[config.mk]
export PLATFORM = sky130hd
export DESIGN_NAME = gps_binary_record_extractor
export DESIGN_NICKNAME = d
export VERILOG_FILES = /design/src/rtl/core/gbre_pkg.sv /design/src/rtl/core/gbre_parser.sv /design/src/rtl/core/gps_binary_record_extractor.sv
export SDC_FILE = /design/constraint.sdc
export NUM_CORES = 1
export LEC_CHECK = 0
export ABC_AREA = 1
export BUFFER_PORTS_ARGS = -buffer_cell sky130_fd_sc_hd__buf_4
export CORE_AREA = 2 2 390 237
export DETAILED_ROUTE_END_ITERATION = 8
export DIE_AREA = 0 0 392 239
export GPL_ROUTABILITY_DRIVEN = 0
export GPL_TIMING_DRIVEN = 1
export RECOVER_POWER = 25
export SLEW_MARGIN = 5
export SYNTH_ARGS = -nofsm -noshare
export SYNTH_HDL_FRONTEND = slang
export SYNTH_SLANG_ARGS = --single-unit
[constraint.sdc]
create_clock -name clock -period 8.81 [get_ports clock]
set_clock_uncertainty 0.05 [all_clocks]
set_input_delay 0.4405 -clock clock [delete_from_list [all_inputs] [get_ports clock]]
set_output_delay 0.4405 -clock clock [all_outputs]
set_load 0.01 [all_outputs]
[src/rtl/core/gbre_pkg.sv]
package gbre_pkg;

   localparam logic [31:0] HDR_POSITION = 32'h3F3F04AC;
   localparam logic [31:0] HDR_VELOCITY = 32'h3F3F05AC;
   localparam logic [31:0] HDR_DOP      = 32'h3F3F0BAC;
   localparam logic [31:0] HDR_GEODETIC = 32'h3F3F0EAC;
   localparam logic [31:0] HDR_TIME     = 32'h3F3F0FAC;

   localparam logic [3:0] IDLE_POS  = 4'd15;
   localparam logic [3:0] IDLE_VEL  = 4'd15;
   localparam logic [2:0] IDLE_DOP  = 3'd7;
   localparam logic [4:0] IDLE_GEO  = 5'd31;
   localparam logic [2:0] IDLE_TIME = 3'd7;

   localparam logic [3:0] POS_SLOTS  = 4'd12;
   localparam logic [3:0] VEL_SLOTS  = 4'd12;
   localparam logic [2:0] DOP_SLOTS  = 3'd4;
   localparam logic [4:0] GEO_SLOTS  = 5'd16;
   localparam logic [2:0] TIME_SLOTS = 3'd7;

   typedef struct packed {
      logic signed [31:0] pos_x;
      logic signed [31:0] pos_y;
      logic signed [31:0] pos_z;
      logic signed [31:0] speed_x;
      logic signed [31:0] speed_y;
      logic signed [31:0] speed_z;
      logic signed [31:0] latitude;
      logic signed [31:0] longitude;
      logic signed [31:0] altitude;
      logic [15:0]        pdop_value;
      logic [55:0]        time_stamp;
   } record_type;

   function automatic logic [31:0] shift_in32(input logic [31:0] w, input logic [7:0] b);
      return {b, w[31:8]};
   endfunction

   function automatic logic [15:0] shift_in16(input logic [15:0] w, input logic [7:0] b);
      return {b, w[15:8]};
   endfunction

endpackage

[src/rtl/core/gbre_parser.sv]
module gbre_parser (
   input  logic                   clock,
   input  logic                   reset,
   input  logic                   step,
   input  logic [7:0]             rx_byte,
   output logic                   record_end,
   output gbre_pkg::record_type   record
);

   logic [31:0] window_ff, window_in;
   logic [31:0] pos_words_ff [3];
   logic [31:0] pos_words_in [3];
   logic [31:0] vel_words_ff [3];
   logic [31:0] vel_words_in [3];
   logic [31:0] geo_words_ff [3];
   logic [31:0] geo_words_in [3];
   logic [15:0] pdop_ff, pdop_in;
   logic [7:0]  clock_bytes_ff [5];
   logic [7:0]  clock_bytes_in [5];
   logic [15:0] year_ff, year_in;
   logic [3:0]  pos_idx_ff, pos_idx_in;
   logic [3:0]  vel_idx_ff, vel_idx_in;
   logic [2:0]  dop_idx_ff, dop_idx_in;
   logic [4:0]  geo_idx_ff, geo_idx_in;
   logic [2:0]  time_idx_ff, time_idx_in;
   logic [31:0] shifted;
   logic [1:0]  geo_k;
   logic        time_done;

   always_comb begin
      shifted        = {window_ff[23:0], rx_byte};
      pos_words_in   = pos_words_ff;
      vel_words_in   = vel_words_ff;
      geo_words_in   = geo_words_ff;
      pdop_in        = pdop_ff;
      clock_bytes_in = clock_bytes_ff;
      year_in        = year_ff;
      pos_idx_in     = pos_idx_ff;
      vel_idx_in     = vel_idx_ff;
      dop_idx_in     = dop_idx_ff;
      geo_idx_in     = geo_idx_ff;
      time_idx_in    = time_idx_ff;
      geo_k          = geo_idx_ff[3:2] - 2'd1;
      time_done      = 1'b0;

      // running counters take the byte before the header compare
      if (pos_idx_ff < gbre_pkg::POS_SLOTS) begin
         pos_words_in[pos_idx_ff[3:2]] =
            gbre_pkg::shift_in32(pos_words_ff[pos_idx_ff[3:2]], rx_byte);
         pos_idx_in = (pos_idx_ff == gbre_pkg::POS_SLOTS - 4'd1) ?
                      gbre_pkg::IDLE_POS : pos_idx_ff + 4'd1;
      end
      if (vel_idx_ff < gbre_pkg::VEL_SLOTS) begin
         vel_words_in[vel_idx_ff[3:2]] =
            gbre_pkg::shift_in32(vel_words_ff[vel_idx_ff[3:2]], rx_byte);
         vel_idx_in = (vel_idx_ff == gbre_pkg::VEL_SLOTS - 4'd1) ?
                      gbre_pkg::IDLE_VEL : vel_idx_ff + 4'd1;
      end
      if (dop_idx_ff < gbre_pkg::DOP_SLOTS) begin
         if (dop_idx_ff[1]) begin
            pdop_in = gbre_pkg::shift_in16(pdop_ff, rx_byte);
         end
         dop_idx_in = (dop_idx_ff == gbre_pkg::DOP_SLOTS - 3'd1) ?
                      gbre_pkg::IDLE_DOP : dop_idx_ff + 3'd1;
      end
      if (geo_idx_ff < gbre_pkg::GEO_SLOTS) begin
         // first four bytes skipped
         if (geo_idx_ff[3:2] != 2'd0) begin
            geo_words_in[geo_k] = gbre_pkg::shift_in32(geo_words_ff[geo_k], rx_byte);
         end
         geo_idx_in = (geo_idx_ff == gbre_pkg::GEO_SLOTS - 5'd1) ?
                      gbre_pkg::IDLE_GEO : geo_idx_ff + 5'd1;
      end
      if (time_idx_ff < gbre_pkg::TIME_SLOTS) begin
         if (time_idx_ff < 3'd5) begin
            clock_bytes_in[time_idx_ff] = rx_byte;
         end else begin
            year_in = gbre_pkg::shift_in16(year_ff, rx_byte);
         end
         if (time_idx_ff == gbre_pkg::TIME_SLOTS - 3'd1) begin
            time_idx_in = gbre_pkg::IDLE_TIME;
            time_done   = 1'b1;
         end else begin
            time_idx_in = time_idx_ff + 3'd1;
         end
      end

      // one header at most; position header cancels a record end
      if (shifted == gbre_pkg::HDR_POSITION) begin
         time_done  = 1'b0;
         pos_idx_in = 4'd0;
      end else if (shifted == gbre_pkg::HDR_VELOCITY) begin
         vel_idx_in = 4'd0;
      end else if (shifted == gbre_pkg::HDR_DOP) begin
         dop_idx_in = 3'd0;
      end else if (shifted == gbre_pkg::HDR_GEODETIC) begin
         geo_idx_in = 5'd0;
      end else if (shifted == gbre_pkg::HDR_TIME) begin
         time_idx_in = 3'd0;
      end

      window_in  = time_done ? 32'd0 : shifted;
      record_end = step & time_done;

      record.pos_x      = pos_words_in[0];
      record.pos_y      = pos_words_in[1];
      record.pos_z      = pos_words_in[2];
      record.speed_x    = vel_words_in[0];
      record.speed_y    = vel_words_in[1];
      record.speed_z    = vel_words_in[2];
      record.latitude   = geo_words_in[0];
      record.longitude  = geo_words_in[1];
      record.altitude   = geo_words_in[2];
      record.pdop_value = pdop_in;
      record.time_stamp = {clock_bytes_in[0], clock_bytes_in[1], clock_bytes_in[2],
                           clock_bytes_in[3], clock_bytes_in[4], year_in};
   end

   always_ff @(posedge clock) begin
      if (reset) begin
         window_ff   <= 32'd0;
         pdop_ff     <= 16'd1;
         year_ff     <= 16'd1;
         pos_idx_ff  <= gbre_pkg::IDLE_POS;
         vel_idx_ff  <= gbre_pkg::IDLE_VEL;
         dop_idx_ff  <= gbre_pkg::IDLE_DOP;
         geo_idx_ff  <= gbre_pkg::IDLE_GEO;
         time_idx_ff <= gbre_pkg::IDLE_TIME;
         for (int i = 0; i < 3; i++) begin
            pos_words_ff[i] <= 32'd1;
            vel_words_ff[i] <= 32'd1;
            geo_words_ff[i] <= 32'd1;
         end
         for (int i = 0; i < 5; i++) begin
            clock_bytes_ff[i] <= 8'd1;
         end
      end else if (step) begin
         window_ff      <= window_in;
         pdop_ff        <= pdop_in;
         year_ff        <= year_in;
         pos_idx_ff     <= pos_idx_in;
         vel_idx_ff     <= vel_idx_in;
         dop_idx_ff     <= dop_idx_in;
         geo_idx_ff     <= geo_idx_in;
         time_idx_ff    <= time_idx_in;
         pos_words_ff   <= pos_words_in;
         vel_words_ff   <= vel_words_in;
         geo_words_ff   <= geo_words_in;
         clock_bytes_ff <= clock_bytes_in;
      end
   end

   a_pos_idx_range: assert property (@(posedge clock) disable iff (reset)
      pos_idx_ff < gbre_pkg::POS_SLOTS || pos_idx_ff == gbre_pkg::IDLE_POS)
      else $error("position counter out of range");

   a_geo_idx_range: assert property (@(posedge clock) disable iff (reset)
      geo_idx_ff < gbre_pkg::GEO_SLOTS || geo_idx_ff == gbre_pkg::IDLE_GEO)
      else $error("geodetic counter out of range");

   a_window_clear: assert property (@(posedge clock) disable iff (reset)
      record_end |=> window_ff == 32'd0)
      else $error("window not cleared after record");

   a_end_from_time: assert property (@(posedge clock) disable iff (reset)
      record_end |=> time_idx_ff == gbre_pkg::IDLE_TIME || time_idx_ff == 3'd0)
      else $error("record end without time counter finishing");

endmodule

[src/rtl/core/gps_binary_record_extractor.sv]
// Takes one received GPS word per cycle and, when the seventh byte of a time
// block arrives, delivers the assembled record (position, velocity, geodetic
// words, PDOP and time) in the next cycle through an output register.
// A new byte is taken every cycle as long as the output register is empty or
// being drained in the same cycle; the input stalls on every cycle in which a
// record waits at the result port and rsp_ready is low.
module gps_binary_record_extractor (
   input  logic               clock,
   input  logic               reset,
   input  logic               req_valid,
   output logic               req_ready,
   input  logic [7:0]         req_rx_byte,
   output logic               rsp_valid,
   input  logic               rsp_ready,
   output logic signed [31:0] rsp_pos_x,
   output logic signed [31:0] rsp_pos_y,
   output logic signed [31:0] rsp_pos_z,
   output logic signed [31:0] rsp_speed_x,
   output logic signed [31:0] rsp_speed_y,
   output logic signed [31:0] rsp_speed_z,
   output logic signed [31:0] rsp_latitude,
   output logic signed [31:0] rsp_longitude,
   output logic signed [31:0] rsp_altitude,
   output logic [15:0]        rsp_pdop_value,
   output logic [55:0]        rsp_time_stamp
);

   logic                 step;
   logic                 record_end;
   gbre_pkg::record_type record;
   gbre_pkg::record_type rsp_ff;
   logic                 rsp_valid_ff, rsp_valid_in;

   assign req_ready = !rsp_valid_ff || rsp_ready;
   assign step      = req_valid && req_ready;

   gbre_parser u_parser (
      .clock      (clock),
      .reset      (reset),
      .step       (step),
      .rx_byte    (req_rx_byte),
      .record_end (record_end),
      .record     (record)
   );

   always_comb begin
      rsp_valid_in = rsp_valid_ff;
      if (rsp_valid_ff && rsp_ready) begin
         rsp_valid_in = 1'b0;
      end
      if (record_end) begin
         rsp_valid_in = 1'b1;
      end
   end

   always_ff @(posedge clock) begin
      if (reset) begin
         rsp_valid_ff <= 1'b0;
      end else begin
         rsp_valid_ff <= rsp_valid_in;
      end
      if (record_end) begin
         rsp_ff <= record;
      end
   end

   assign rsp_valid      = rsp_valid_ff;
   assign rsp_pos_x      = rsp_ff.pos_x;
   assign rsp_pos_y      = rsp_ff.pos_y;
   assign rsp_pos_z      = rsp_ff.pos_z;
   assign rsp_speed_x    = rsp_ff.speed_x;
   assign rsp_speed_y    = rsp_ff.speed_y;
   assign rsp_speed_z    = rsp_ff.speed_z;
   assign rsp_latitude   = rsp_ff.latitude;
   assign rsp_longitude  = rsp_ff.longitude;
   assign rsp_altitude   = rsp_ff.altitude;
   assign rsp_pdop_value = rsp_ff.pdop_value;
   assign rsp_time_stamp = rsp_ff.time_stamp;

   a_record_lands: assert property (@(posedge clock) disable iff (reset)
      record_end |=> rsp_valid_ff)
      else $error("record end did not load output register");

   a_no_overwrite: assert property (@(posedge clock) disable iff (reset)
      record_end |-> (!rsp_valid_ff || rsp_ready))
      else $error("record would overwrite pending result");

   a_idle_holds: assert property (@(posedge clock) disable iff (reset)
      (rsp_valid_ff && !rsp_ready && !record_end) |=> rsp_valid_ff)
      else $error("pending result dropped");

endmodule

# ---- After elaboration in Yosys (flattened, before gate mapping)
# Index checks and enable logic that the tools add are counted.
dict set report totals {
  register_bits 764
  latch_bits 0
  mem_bits_rw 0
  rom_bits 0
  out_inout_bits 362
  wordCells 143
  mem_count 0
}
dict set report classes {
  addsub 6
  mul 0
  n_div 0
  magnitude_cmp 14
  eq_ne 10
  shifts 0
  mux 62
  n_bitwise 5
  reduce_logical 12
}
# cell count
set ops {}
lappend ops {{96-bit two-way mux} 4}
lappend ops {{96-bit bitwise mux} 3}
lappend ops {{32-bit two-way mux} 9}
lappend ops {{32-bit binary-select mux with 2-bit select} 3}
lappend ops {{32-bit demux with 2-bit select} 3}
lappend ops {{32-bit by 30-bit == test with 1-bit output (second input constant)} 5}
lappend ops {{40-bit two-way mux} 2}
lappend ops {{16-bit two-way mux} 4}
lappend ops {{40-bit bitwise mux} 1}
lappend ops {{3-bit two-way mux} 12}
lappend ops {{5-bit two-way mux} 6}
lappend ops {{4-bit two-way mux} 7}
lappend ops {{8-bit demux with 3-bit select} 1}
lappend ops {{24-bit two-way mux} 1}
lappend ops {{3-bit greater-or-equal comparator (second input constant)} 3}
lappend ops {{3-bit by 1-bit < comparator with 1-bit output (second input constant)} 3}
lappend ops {{3-bit < comparator (second input constant)} 3}
lappend ops {{2-bit inverter with 3-bit output} 3}
lappend ops {{4-bit by 1-bit adder with 4-bit output (second input constant)} 2}
lappend ops {{4-bit == test (second input constant)} 2}
lappend ops {{4-bit < comparator (second input constant)} 2}
lappend ops {{8-bit two-way mux} 1}
lappend ops {{3-bit by 1-bit adder with 3-bit output (second input constant)} 2}
lappend ops {{1-bit logical AND} 6}
lappend ops {{other kinds (15)} 21}

# ---- Depth between registers and ports, before layout
# Gate-level depths: netlist (run 1).
dict set report logic_depth {
  ltp_word 9
  mapped_depth 11
  depth_no_buf 10
}

# ---- Modules after synthesis
# Synthesis (run 1) repeated with hierarchy kept, for this count alone.
dict set report hier_totals {
  cells_unflattened 3530
  hier_area_um2 31201.2
}
# module n_inst cells_each area_per_inst_um2
set modules_own_cells {}
lappend modules_own_cells {gbre_parser 1 3164 20340.8}
lappend modules_own_cells {gps_binary_record_extractor 1 366 10860.4}

# ---- Worst setup path before layout (run 1)
# No wires, ideal clock.
dict set report synth_timing {
  kind {in2reg}
  from {input port rsp_ready}
  to {register rsp_ff, in the netlist rsp_altitude[0] (enable)}
  setup_time_ps 440
  arrival_ps 2837
  required_ps 8320
  setup_slack_ps 5483
  path_stages 7
  cell_sequence {inv_1 > nand2_2 > nand2_2 > nor3b_1 > nand2_2 > inv_2 > buf_6}
}
dict set report synth_via {
  elab_chain_cells 3
}
# item line
set synth_lines {}
lappend synth_lines {{from (decl)} gps_binary_record_extractor.sv:14} ;# input logic rsp_ready,
lappend synth_lines {{1-bit logical OR} gps_binary_record_extractor.sv:34} ;# assign req_ready = !rsp_valid_ff || rsp_ready;
lappend synth_lines {{named net req_ready} gps_binary_record_extractor.sv:11} ;# output logic req_ready,
lappend synth_lines {{1-bit logical AND} gps_binary_record_extractor.sv:35} ;# assign step = req_valid && req_ready;
lappend synth_lines {{1-bit bitwise AND} gbre_parser.sv:103} ;# record_end = step & time_done;
lappend synth_lines {{named net record_end} gps_binary_record_extractor.sv:29} ;# logic record_end;
lappend synth_lines {{to (signal assigned)} gps_binary_record_extractor.sv:63} ;# rsp_ff <= record;
lappend synth_lines {{to (decl)} gps_binary_record_extractor.sv:31} ;# gbre_pkg::record_type rsp_ff;
# The timed path passes the listed nets, and every way through them passes these cells.
# A chain may end at the register's enable or synchronous reset.

==> impl_metrics.py, run 1 <==
metrics = {
    "power": {
        "p_leak_nw": 14.06,
        "powerDensity_nw_per_um2": 225.6,
        "vdd_drop_max_v": 0.0001212,
    },
    "setup_path": {
        "startpoint": "u_parser.pos_idx_ff[2]",
        "reg2reg_slack_ps": 5140,
        "cp-end-kind": "flip-flop",
        "worstPathArrival_ps": 3860,
        "path_class": "flip-flop to flip-flop",
        "critPathMaxFanout": 67,
        "r2r_cells": 4,
        "r2r_end": "rsp_pos_z[0]",
        "critPathLaunchType": "flip-flop",
        "crit-reg2reg-launch": "u_parser.pos_idx_ff[2]",
        "required_ps": 8990,
        "endpoint": "rsp_pos_z[0]",
    },
    "timing": {
        "slew_headroom_pct": -87.09,
        "slew_violations": 263,
        "timing.fmax_mhz": 272.2,
        "rsz0062_at_grt": "no",
        "fin_setup_tns_ps": 0,
        "layout_min_cycle_time_ps": 3673,
        "worst_slew_pin_slew_ps": 2806,
        "post-route-period-util_pct": 41.70,
        "hold_viol": 0,
        "finalSetupViolCount": 0,
    },
    "global_route": {
        "first_global_vias": 20910,
        "grt_pass1_wl_um": 131000,
        "grt.total_usage_pct": 18.42,
        "grt-ovfl-total": 0,
        "grt_max_degree": 218,
        "antenna_found_initial": 3,
    },
    "layout": {
        "post-route-util_pct": 40.00,
        "syn2layout_area_growth_pct": 15.54,
        "regArea_um2": 18900,
        "multiInputGateArea_um2": 9848,
        "stdcell_area_um2": 36240,
        "num-fill-cells": 9131,
        "drive_gt1_share_pct": 12.13,
        "stdcell_count": 4835,
        "fin_nets": 3561,
    },
    "die": {
        "die_area_um2": 93690,
        "io_pins": 374,
        "core_area_um2": 90600,
        "rows": 86,
        "start_util_pct": 34.62,
        "chipWidth_um": 392,
        "die-height_um": 239,
    },
    "synth": {
        "ys_ff_latch": 764,
        "yosys_warnings": 0,
        "ys_seq_area_share_pct": 60.24,
        "synth_cell_types": 41,
        "synth-edff-count": 360,
        "yosys_most_used_dff": "dfxtp_1",
        "async_flop_share_pct": 0,
        "avgSynthCellArea_um2": 9.564,
        "netlist_instances": 3280,
        "synthesis.area_um2": 31370,
        "synth_fp_nets": 3302,
    },
    "route": {
        "drt-initial-drc-count": 2557,
        "wl_per_cell_um": 18.47,
        "num_vias": 23540,
        "postRouteAntennaNets": 0,
        "drc": 0,
        "viasPerCell": 4.869,
        "wl_um": 89290,
        "firstDrtPassIters": 7,
    },
    "cts": {
        "clk_pin_slew_ps": 60,
        "clk_path_buf_depth": 3,
        "clkLatencyLatePin_ps": 660,
        "cts.repair.resized": 0,
        "htree_levels": 3,
        "root_buffer": "clkbuf_16",
        "post-cts-setup-buffers": 0,
        "clkSinkCount": 764,
        "numCtsBuffers": 76,
        "cts_tree": "yes",
    },
    "run_status": {
        "violations": "capacitance limit, slew limit",
        "status": "finished with violations",
    },
    "placed_design": {
        "numPortBuffers": 373,
        "dp_hpwl_um": 55710,
        "numPlacedInstances": 4692,
        "placed_area_um2": 34890,
    },
    "run": {
        "cap_violations": 4,
    },
    "worst_hold_path": {
        "hold_class": "input port to flip-flop",
    },
}
## metrics by stage
step | hold WS (ps) | worst slack, ps | total power [mW]
2_1_floorplan | 380.6 | 5483 | 4.675
3_3_place_gp | 391.3 | 5022 | 4.928
3_5_place_dp | 393.1 | 5015 | 4.943
4_1_cts | 23.88 | 5222 | 8.297
5_1_grt | 47.74 | 4651 | 8.528
6_report | 78.68 | 5137 | 8.176
## synth_stat cells, types with 2 or more instances
| library cell | instances | share of area (%) |
|---|---|---|
| buf_2 | 85 | 1.4 |
| o21ai_2 | 82 | 2.3 |
| o211ai_1 | 11 | 0.26 |
| buf_4 | 13 | 0.31 |
| ha_1 | 10 | 0.40 |
| or2_2 | 34 | 0.68 |
| nand2_1 | 385 | 4.6 |
| nand3_1 | 49 | 0.78 |
| nor3_1 | 8 | 0.13 |
| a211oi_2 | 70 | 2.8 |
| dfxtp_1 | 404 | 26 |
| inv_2 | 9 | 0.11 |
| a211oi_1 | 97 | 2.3 |
| o21ai_0 | 441 | 7.0 |
| clkbuf_1 | 94 | 1.1 |
| or2_0 | 7 | 0.14 |
| nand2_2 | 25 | 0.50 |
| buf_6 | 9 | 0.32 |
| nor2_1 | 441 | 5.3 |
| edfxtp_1 | 360 | 34 |
| buf_1 | 14 | 0.17 |
| inv_1 | 363 | 4.3 |
| o21ai_1 | 87 | 1.4 |
| nand4_1 | 8 | 0.16 |
| clkbuf_2 | 5 | 0.080 |
| buf_12 | 2 | 0.13 |
| a21oi_1 | 126 | 2.0 |
| xor2_1 | 2 | 0.056 |
| or2_1 | 27 | 0.54 |
## state kept, by name, indices dropped and copies added, names as in the netlist, 4 cells and up
signal,cells
rsp_longitude,32
u_parser.clock_bytes_ff,40
rsp_pos_y,32
rsp_pdop_value,16
rsp_pos_x,32
u_parser.vel_idx_ff,4
u_parser.window_ff,24
rsp_latitude,32
rsp_altitude,32
rsp_speed_x,32
u_parser.pdop_ff,16
u_parser.pos_words_ff,96
rsp_speed_z,32
rsp_time_stamp,56
rsp_speed_y,32
u_parser.pos_idx_ff,4
u_parser.year_ff,16
u_parser.geo_words_ff,96
rsp_pos_z,32
u_parser.vel_words_ff,96
u_parser.geo_idx_ff,5
## what timing repair did
action | in CTS | in global routing
setup endpoints to repair | 0 | 0
hold endpoints to repair | 1 | 0
hold buffers | 1 | 0
## logic make-up (layout without fill, tap and decap cells)
| logic type | after synthesis | count (layout) | share of synthesized area, % |
|---|---|---|---|
| buffers and inverters | 596 | 918 | 8.009 |
| multiplexers | 1 | 1 | 0.03191 |
| adder cells (fa/ha/maj) | 10 | 10 | 0.3989 |
| other | 0 | 1 | 0 |
| AO/OA/AOI/OAI | 916 | 916 | 18.14 |
| flip-flops | 764 | 764 | 60.24 |
| AND/OR/NAND/NOR | 991 | 991 | 13.11 |
| XOR/XNOR | 2 | 2 | 0.05585 |
## worst min-delay path by stage
stage / endpoint / start / cells after the start / slack (ps)
2_1_floorplan: u_parser.pos_words_ff[65] / u_parser.pos_words_ff[65] / 2 / 380
3_3_place_gp: u_parser.pos_words_ff[68] / u_parser.pos_words_ff[68] / 2 / 390
3_5_place_dp: u_parser.pos_words_ff[67] / u_parser.pos_words_ff[67] / 2 / 390
4_1_cts: u_parser.window_ff[7] / req_rx_byte[7] / 3 / 20
5_1_grt: u_parser.window_ff[0] / req_rx_byte[0] / 3 / 50
6_report: u_parser.window_ff[7] / req_rx_byte[7] / 3 / 80
## power breakdown
part           internal, mW  leakage (nW)  total [mW]  switching [mW]
clock network          1.89          1.23        3.33            1.44
logic                 0.246          6.15       0.831           0.585
registers              3.92          6.68        4.02          0.0948
## critical path, cell delays in order (launching register included)
cell and delay, ps:
dfxtp_1 470, inv_2 80, nand2_2 50, clkbuf_1 1960
o21ai_0 580
## cell type report
type                    count  share of cell area (%)
flip-flops and latches    764                   52.14
multi-input cells        1920                   27.17
clock buffers             110                   6.134
repair buffers            404                   5.534
well taps                1232                   4.253
inverters                 373                   3.915
clock inverters            31                  0.8458
diodes                      1                0.006904
## metal layers
metal,routed length [um],global-route usage (%),vias to the layer above
met5,0,0,-
met4,1792,4.510,0
met3,6201,4.319,116
met2,36600,25.25,740
met1,44700,28.64,11180
li1,-,-,11500
## cell usage in the layout, fill, tap and decap left out, drive strengths merged, types with 5 or more instances in the layout
cell type,n
buf,120
a21oi,126
nand2,412
nor3,8
clkinvlp,5
nor2,444
dfxtp,404
o21ai,610
clkbuf,393
nand4,8
inv,380
a211oi,167
clkinv,15
o211ai,11
or2,68
nand3,49
edfxtp,360
ha,10
No activity file was read; power rests on OpenSTA's default activity.
==> inputs of run 2 (changes only) <==
==> constraint.sdc (replaced) <==
create_clock -name clock -period 3.16 [get_ports clock]
set_clock_uncertainty 0.05 [all_clocks]
set_input_delay 0.158 -clock clock [delete_from_list [all_inputs] [get_ports clock]]
set_output_delay 0.158 -clock clock [all_outputs]
set_load 0.01 [all_outputs]
==> run 2 against run 1 <==
The flow now finishes without violations. First-iteration DRC count fell by 11%. Wire length rose by 1.8%. Cell area rose by 0.46%. Clock power rose to 2.7 times the previous value. Core utilization rose by 0.18 points. Sequential power rose to 2.8 times the previous value. Register-to-register slack got worse by 4600 ps. Worst setup slack got worse by 4600 ps. Global-route usage rose by 0.44 points. Critical path depth rose by 3. Sequential share of layout area fell by 0.24 points. Combinational power rose to 2.9 times the previous value. Critical path type unchanged. Critical endpoint is now u_parser.geo_words_ff[81]. Largest cell class unchanged.
==> impl_metrics.py, run 2 (synthesis gave the netlist of run 1 again) <==
metrics = {
    "route": {
        "num_vias": 23650,
        "wl_um": 90940,
        "viasPerCell": 4.857,
        "wl_per_cell_um": 18.68,
        "drc": 0,
        "postRouteAntennaNets": 0,
        "drt-initial-drc-count": 2274,
        "firstDrtPassIters": 5,
    },
    "cts": {
        "clk_pin_slew_ps": 70,
        "htree_levels": 3,
        "post-cts-setup-buffers": 0,
        "cts_tree": "yes",
        "clkSinkCount": 764,
        "root_buffer": "clkbuf_16",
        "clkLatencyLatePin_ps": 670,
        "clk_path_buf_depth": 3,
        "numCtsBuffers": 76,
    },
    "setup_path": {
        "path_class": "flip-flop to flip-flop",
        "max_stage_delay_ps": 720,
        "crit-reg2reg-launch": "u_parser.geo_idx_ff[2]",
        "critPathLaunchType": "flip-flop",
        "r2r_cells": 7,
        "cp.depth": 7,
        "critPathMaxFanout": 52,
        "required_ps": 3710,
        "worstPathArrival_ps": 3160,
        "critPathTopFamily": "buffers and inverters",
        "path_buf_inv": 2,
        "cp-end-kind": "flip-flop",
        "slowest_stage": "inv_1",
        "startpoint": "u_parser.geo_idx_ff[2]",
        "path_cells": "buf_4 -> ha_1 -> nand2_2 -> inv_1 -> or2_2 -> o21ai_0 -> a21oi_1",
    },
    "timing": {
        "fin_setup_tns_ps": 0,
        "worst_slew_pin_slew_ps": 1241,
        "timing.fmax_mhz": 382.4,
        "layout_min_cycle_time_ps": 2615,
        "slew_headroom_pct": 17.06,
        "hold_viol": 0,
        "slew_violations": 0,
        "finalSetupViolCount": 0,
        "post-route-period-util_pct": 82.75,
        "rsz0062_at_grt": "no",
    },
    "power": {
        "p_leak_nw": 13.98,
        "vdd_drop_max_v": 0.0003663,
        "powerDensity_nw_per_um2": 624.2,
    },
    "layout": {
        "drive_gt1_share_pct": 10.84,
        "final_common_cell": "o21ai_0",
        "top_regs": "u_parser.geo_words_ff: 96 flops, u_parser.pos_words_ff: 96 flops, u_parser.vel_words_ff: 96 flops",
        "layout_common_cells": "448 x o21ai_0, 441 x nor2_1, 404 x dfxtp_1, 387 x nand2_1, 381 x clkbuf_1",
        "post-route-util_pct": 40.19,
        "syn2layout_area_growth_pct": 16.07,
        "fin_nets": 3592,
    },
    "run_status": {
        "status": "finished, final reports clean",
    },
    "worst_hold_path": {
        "worstHoldStart": "reset",
        "hold_class": "input port to flip-flop",
        "min_delay_path_depth": 4,
    },
    "die": {
        "die-height_um": 239,
        "core_area_um2": 90600,
        "die_area_um2": 93690,
        "chipWidth_um": 392,
        "start_util_pct": 34.62,
        "rows": 86,
        "io_pins": 374,
    },
    "global_route": {
        "antenna_found_initial": 2,
        "grt_max_degree": 197,
        "grt_pass1_wl_um": 133700,
        "first_global_vias": 20990,
        "grt.total_usage_pct": 18.86,
        "grt-ovfl-total": 0,
    },
    "run": {
        "cap_violations": 0,
    },
    "placed_design": {
        "numPortBuffers": 373,
        "dp_hpwl_um": 59000,
    },
}
==> run 2: cell count changes in the layout (fill, tap and decap cells not counted), moves of 13 or more <==
| cell | delta |
|---|---|
| o21ai_2 | +25 |
| clkbuf_1 | +80 |
| o21ai_1 | +22 |
| o21ai_0 | -47 |
| buf_4 | -69 |
| buf_12 | +13 |
==> run 2: path summary, 6_finish.rpt <==
check | end | slack, ps
setup / recovery | u_parser.geo_words_ff[81] | 550
hold / removal | u_parser.clock_bytes_ff[32] | 120
setup reg to reg | u_parser.geo_words_ff[81] | 550
hold reg to reg | u_parser.pos_words_ff[65] | 410
==> run 2: cell type report <==
cell class	count	area, um2
Clock inverter	41	411.6
Tap cell	1232	1541
Sequential cell	764	18900
Inverter	373	1419
Antenna cell	2	5.005
Timing Repair Buffer	435	2131
Multi-Input combinational cell	1920	9948
Fill cell	9083	54190
Clock buffer	101	2057
==> run 2: per-stage QoR <==
stage          total power, mW  worst slack, ps  cells  instance area (um2)  hold WS (ps)
6_report                 22.73            545.1   4868                36410         117.3
5_1_grt                  23.68            377.3   4866                36410         143.8
4_1_cts                  23.02            606.5   4866                37790         107.3
3_5_place_dp             13.84            633.8   4714                35220         394.1
3_3_place_gp             13.81            626.2   4714                35220         391.5
2_1_floorplan            13.03            29.10   3280                31380         288.5
==> run 2: metal layers <==
layer / global-route usage (%) / vias to the layer above / part of all wire [%]
met2: 24.98 / 727 / 40
li1: - / 11570 / -
met4: 4.371 / 2 / 1.8
met5: 0.6753 / - / 0.095
met1: 29.79 / 11240 / 51
met3: 4.908 / 105 / 7.5
==> run 2: where the power goes <==
part	leakage (nW)	switching (mW)	internal, mW
registers	6.68	0.281	10.9
clock network	1.20	4.08	5.06
logic	6.10	1.66	0.722
total	14.0	6.02	16.7
==> run 2: worst reg2reg max path: cells and delay by family, from the launching register on <==
family / cells / cell delay [ps]
AND/OR/NAND/NOR: 2 / 310
buffers and inverters: 2 / 1230
AO/OA/AOI/OAI: 2 / 330
flip-flops: 1 / 370
adder cells (fa/ha/maj): 1 / 270
==> run 2: timing repair <==
| action | in CTS | in global routing |
|---|---|---|
| resized for setup | 0 | 0 |
| hold buffers | 10 | 0 |
| endpoints found under the hold margin | 46 | 0 |
